==> config.mk <==
export PLATFORM = sky130hd
export DESIGN_NAME = spa_ctl
export DESIGN_NICKNAME = d
export VERILOG_FILES = /design/src/sv/spa_pkg.sv /design/src/sv/spa_ctl.sv
export SDC_FILE = /design/constraint.sdc
export NUM_CORES = 1
export LEC_CHECK = 0
export BUFFER_PORTS_ARGS = -buffer_cell sky130_fd_sc_hd__buf_2
export CAP_MARGIN = 20
export CORE_AREA = 5 5 42 44
export CTS_CLUSTER_SIZE = 40
export DETAILED_ROUTE_END_ITERATION = 6
export DIE_AREA = 0 0 47 49
export SYNTH_ARGS = -nofsm -noshare
export SYNTH_HDL_FRONTEND = slang
export SYNTH_SLANG_ARGS = --single-unit
==> constraint.sdc <==
create_clock -name clk -period 3.2 [get_ports clk]
set_input_delay 0.16 -clock clk [delete_from_list [all_inputs] [get_ports clk]]
set_output_delay 0.16 -clock clk [all_outputs]
set_load 0.1 [all_outputs]
==> src/sv/spa_pkg.sv <==
// ============================================================================
// spa_pkg
// Shared types for the slot pool allocator: the command bundle from the
// controller to the datapath and the status bundle that comes back.
// ============================================================================
package spa_pkg;

  // Width of a slot number on the ports.
  localparam int SLOT_W = 11;

  // Opcode values of the input beat.
  localparam logic OP_ALLOC = 1'b0;
  localparam logic OP_FREE  = 1'b1;

  // Status values of the result beat.
  localparam logic ST_DONE     = 1'b0;
  localparam logic ST_INACTIVE = 1'b1;

  typedef struct packed {
    logic accept;    // latch the input beat and read the links of the target slot
    logic rel_link;  // unlink the target slot from the age list
    logic rel_push;  // push the target slot on the free stack
    logic pop_take;  // advance the free stack top past the target slot
    logic pop_link;  // link the target slot as newest, first half
    logic pop_prev;  // point the former newest slot back at the target slot
    logic done_ok;   // issue a result beat with status done
    logic done_err;  // issue a result beat with status inactive
  } ctl_cmd_t;

  typedef struct packed {
    logic in_free;     // input opcode is a free
    logic in_bad;      // input slot is out of range or was never handed out
    logic empty;       // free stack is empty
    logic op_free;     // latched opcode is a free
    logic rd_active;   // active bit read for the target slot
    logic newest_nil;  // age list is empty
  } ctl_sts_t;

endpackage

==> src/sv/spa_ctl.sv <==
// ============================================================================
// spa_ctl
// Sequencer for the slot pool allocator. Walks each operation through its
// dependent link memory reads and writes and tells the datapath what to do.
// ============================================================================
module spa_ctl (
  input  logic              clk,
  input  logic              rst_n,
  input  logic              start,
  output logic              busy,
  input  spa_pkg::ctl_sts_t sts,
  output spa_pkg::ctl_cmd_t cmd
);

  import spa_pkg::*;

  typedef enum logic [5:0] {
    S_IDLE  = 6'b000001,
    S_REL_A = 6'b000010,
    S_REL_B = 6'b000100,
    S_POP_A = 6'b001000,
    S_POP_B = 6'b010000,
    S_POP_C = 6'b100000
  } state_t;

  state_t state_r, state_nxt;

  always_comb begin
    state_nxt = state_r;
    cmd       = '0;
    unique case (state_r)
      S_IDLE: begin
        if (start) begin
          cmd.accept = 1'b1;
          if (sts.in_free) begin
            // A free of a slot out of range or never handed out answers at once.
            if (sts.in_bad) begin
              cmd.done_err = 1'b1;
            end else begin
              state_nxt = S_REL_A;
            end
          end else if (sts.empty) begin
            state_nxt = S_REL_A;
          end else begin
            state_nxt = S_POP_A;
          end
        end
      end
      S_REL_A: begin
        if (sts.op_free && !sts.rd_active) begin
          cmd.done_err = 1'b1;
          state_nxt    = S_IDLE;
        end else begin
          cmd.rel_link = 1'b1;
          // An evicted slot is pushed and popped again at once, so the
          // push is skipped and the victim is relinked as newest.
          state_nxt = sts.op_free ? S_REL_B : S_POP_B;
        end
      end
      S_REL_B: begin
        cmd.rel_push = 1'b1;
        cmd.done_ok  = 1'b1;
        state_nxt    = S_IDLE;
      end
      S_POP_A: begin
        cmd.pop_take = 1'b1;
        state_nxt    = S_POP_B;
      end
      S_POP_B: begin
        cmd.pop_link = 1'b1;
        if (sts.newest_nil) begin
          cmd.done_ok = 1'b1;
          state_nxt   = S_IDLE;
        end else begin
          state_nxt = S_POP_C;
        end
      end
      S_POP_C: begin
        cmd.pop_prev = 1'b1;
        cmd.done_ok  = 1'b1;
        state_nxt    = S_IDLE;
      end
      default: begin
        state_nxt = S_IDLE;
      end
    endcase
  end

  always_ff @(posedge clk) begin
    if (!rst_n) begin
      state_r <= S_IDLE;
    end else begin
      state_r <= state_nxt;
    end
  end

  assign busy = (state_r != S_IDLE);

  a_push_after_unlink: assert property (@(posedge clk) disable iff (!rst_n)
    state_r == S_REL_B |-> $past(state_r) == S_REL_A)
    else $error("push step not preceded by unlink step");

  a_prev_after_link: assert property (@(posedge clk) disable iff (!rst_n)
    state_r == S_POP_C |-> $past(state_r) == S_POP_B)
    else $error("back link step not preceded by link step");

  a_link_source: assert property (@(posedge clk) disable iff (!rst_n)
    state_r == S_POP_B |-> ($past(state_r) == S_POP_A || $past(state_r) == S_REL_A))
    else $error("link step entered from an unexpected step");

endmodule

==> summary.txt <==
Run status
  • Status: completed

Flow run
  • Max cap viols: 0

Logic synthesis
  • Share of flip-flops with an asynchronous set or reset: 0%
  • Synth warn: 0
  • Leading area contributor after synthesis: dfxtp_1
  • Cell variety after synth: 26
  • Most frequent cell after synthesis: nor2_1
  • Synth top area cells: dfxtp_1 28%, nor3b_1 7.0%, nor2_1 6.1%
  • Post-Syn Nets: 62
  • Post-synth EDFFs: 0
  • FF+latch count, synth: 6
  • Commonest cells in the netlist: 7 x nor2_1, 6 x dfxtp_1, 5 x nand2_1, 4 x nor3b_1
  • Mapped cell area: 431.7 um2
  • Cells after Synth: 53
  • Post-synth top flop: dfxtp_1
  • Post-synthesis sequential area ratio: 27.83%
  • Area share of the leading cell type in the synthesized netlist: 27.83%
  • Mean post-synth cell area: 8.145 um2

Clock network
  • Clk slew on worst S/H paths: 0.05 ns
  • H-tree Lvls: 1
  • Post-CTS sizing: 0
  • CTS Hold Bufs: 0
  • CTS tree: yes
  • Longest Clk Path Bufs: 2
  • Post-CTS setup buffer count: 0
  • TritonCTS Buffers: 3
  • CTS root buffer: clkbuf_4
  • CTS sink count: 6
  • Clock Latency Late Sink: 0.24 ns

Finish
  • Top Registers: state_r: 6 flops
  • Layout cells sized above 1: 38.89%
  • Max reg flops: 6
  • Final std cells w/o fill: 88
  • # diodes: 0
  • Syn-to-layout area delta: 31.59%
  • Top reg by flops: state_r
  • Final net count: 83

Critical path
  • Worst-path maximum fanout: 7
  • Crit start category: flip-flop
  • CP arrival: 1.84 ns
  • Reg2reg start: state_r[5]
  • Critical path class: reg2out
  • Crit. End Element: output port
  • WP data required: 3.04 ns
  • Worst Setup SP: state_r[2]

Timing
  • Slew @ Worst Pin: 0.4871 ns
  • Fmax: 500.7 MHz
  • Slew headroom: 67.75%
  • Unrepaired setup endpoints after global routing: false
  • Final setup fails: 0
  • Final Hold Viols: 0
  • Max-slew violations: 0
  • Fin crit share: 62.42%
  • Post-Route Setup TNS: 0 ns
  • Clk_skew: 0.005666 ns
  • Period minus WS final: 1.997 ns
  • Worst hold slack: 0.1570 ns

Global routing
  • Top Usage Layer GRT: met2
  • Largest net degree at the start of global routing: 9
  • Grt met2 use: 18.10%
  • Vias in the first global route: 445
  • All-Layer GR Usage: 11.06%
  • First-pass GRT wire length: 1849 um
  • Met1 Resource Use GR: 11.65%
  • Initial antenna violation count: 0
  • Final global-route overflow total: 0
  • GR Layer Usage met3: 5.535%

Die
  • Chip height: 49 um
  • DIE WIDTH: 47 um
  • Core ar.: 1401 um2
  • Std-Cell Rows: 14
  • Starting Density: 30.80%
  • Die area: 2303 um2
  • I/O pin total: 18

Drt
  • TritonRoute pass-1 iters: 3
  • Number of vias per cell: 5.182
  • DRC Markers: 0
  • Iter 0 DRT Violations: 5
  • Via count: 456
  • Final ANT Viol Nets: 0
  • Wirelength per Cell: 13.18 um
  • Total Routed Length: 1160 um

Min path
  • Worst Hold Class: in2reg
  • Hold_sp: sts[1]

Power and ir drop
  • Max IR drop VDD: 0.0002135 V
  • Pleak: 0.2672 nW
  • Pwr/cell area: 480.2 nW/um2

Placed design
  • Routability congestion estimate: 0.7541
  • Dpl cells: 85
  • Port Buffers: 17
  • Hpwl dp: 965.3 um
[path summary, 6_finish.rpt]
| path | end | slack (ns) | cells after the start |
|---|---|---|---|
| max | cmd[0] | 1.20 | 4 |
| min | state_r[2] | 0.16 | 3 |
| max reg2reg | state_r[0] | 1.92 | 3 |
| min reg2reg | state_r[1] | 0.61 | 2 |
[metrics by stage]
stage          area, um2  power [mW]  utilization [%]  setup WS (ns)
2_1_floorplan      447.9      0.1838                -         0.1250
3_3_place_gp       545.5      0.2048            38.93          1.501
3_5_place_dp       545.5      0.2057            38.93          1.458
4_1_cts            568.0      0.2762            40.54          1.186
5_1_grt            568.0      0.2866            40.54          1.058
6_report           568.0      0.2728            40.54          1.203
[cell type report]
cell class	count	area (um2)
Fill cell	171	833.3
Sequential cell	6	120.1
Inverter	3	11.26
Tap cell	16	20.02
Timing Repair Buffer	17	85.08
Multi-Input combinational cell	43	309.0
Clock buffer	3	22.52
[worst max-delay path: stages (launching register included)]
cell	delay, ns
dfxtp_1	0.36
nor2_1	0.30
nand3_1	0.24
o31ai_4	0.25
buf_2	0.45
[power by group]
group	switching [mW]	total (mW)	internal, mW	leakage, nW
combinational	0.0867	0.116	0.0296	0.205
clock	0.0260	0.0684	0.0423	0.0138
sequential	0.00836	0.0881	0.0797	0.0488
total	0.121	0.273	0.152	0.267
[cell families (layout without fill, tap and decap cells)]
logic type / Yosys count / after routing / synth area share (%)
AND/OR/NAND/NOR: 32 / 32 / 46.96
adder cells (fa/ha/maj): 1 / 1 / 2.319
multiplexers: 1 / 1 / 2.319
flip-flops: 6 / 6 / 27.83
buffers and inverters: 4 / 23 / 4.348
AO/OA/AOI/OAI: 9 / 9 / 16.23
[layer usage]
layer  vias up  routed length, um
met5         -                  0
met4         0                 16
met3         2                 97
li1        232                  -
met1       206                482
met2        16                564
[layout by cell type, fill, tap and decap left out, drive strengths merged]
cell type / instances
nor2b: 1
a21oi: 2
a31o: 1
maj3: 1
a2111o: 1
nand4b: 1
nand4: 1
clkbuf: 3
o211a: 1
and3b: 1
nand2: 5
a211oi: 1
a21bo: 1
nor2: 7
nor3: 3
o21ai: 1
nor3b: 4
and2b: 2
inv: 3
buf: 17
nand3: 3
mux2i: 1
or3b: 2
o31ai: 1
dfxtp: 6
nor4b: 1
and3: 1
(Power assumes the default switching activity.)
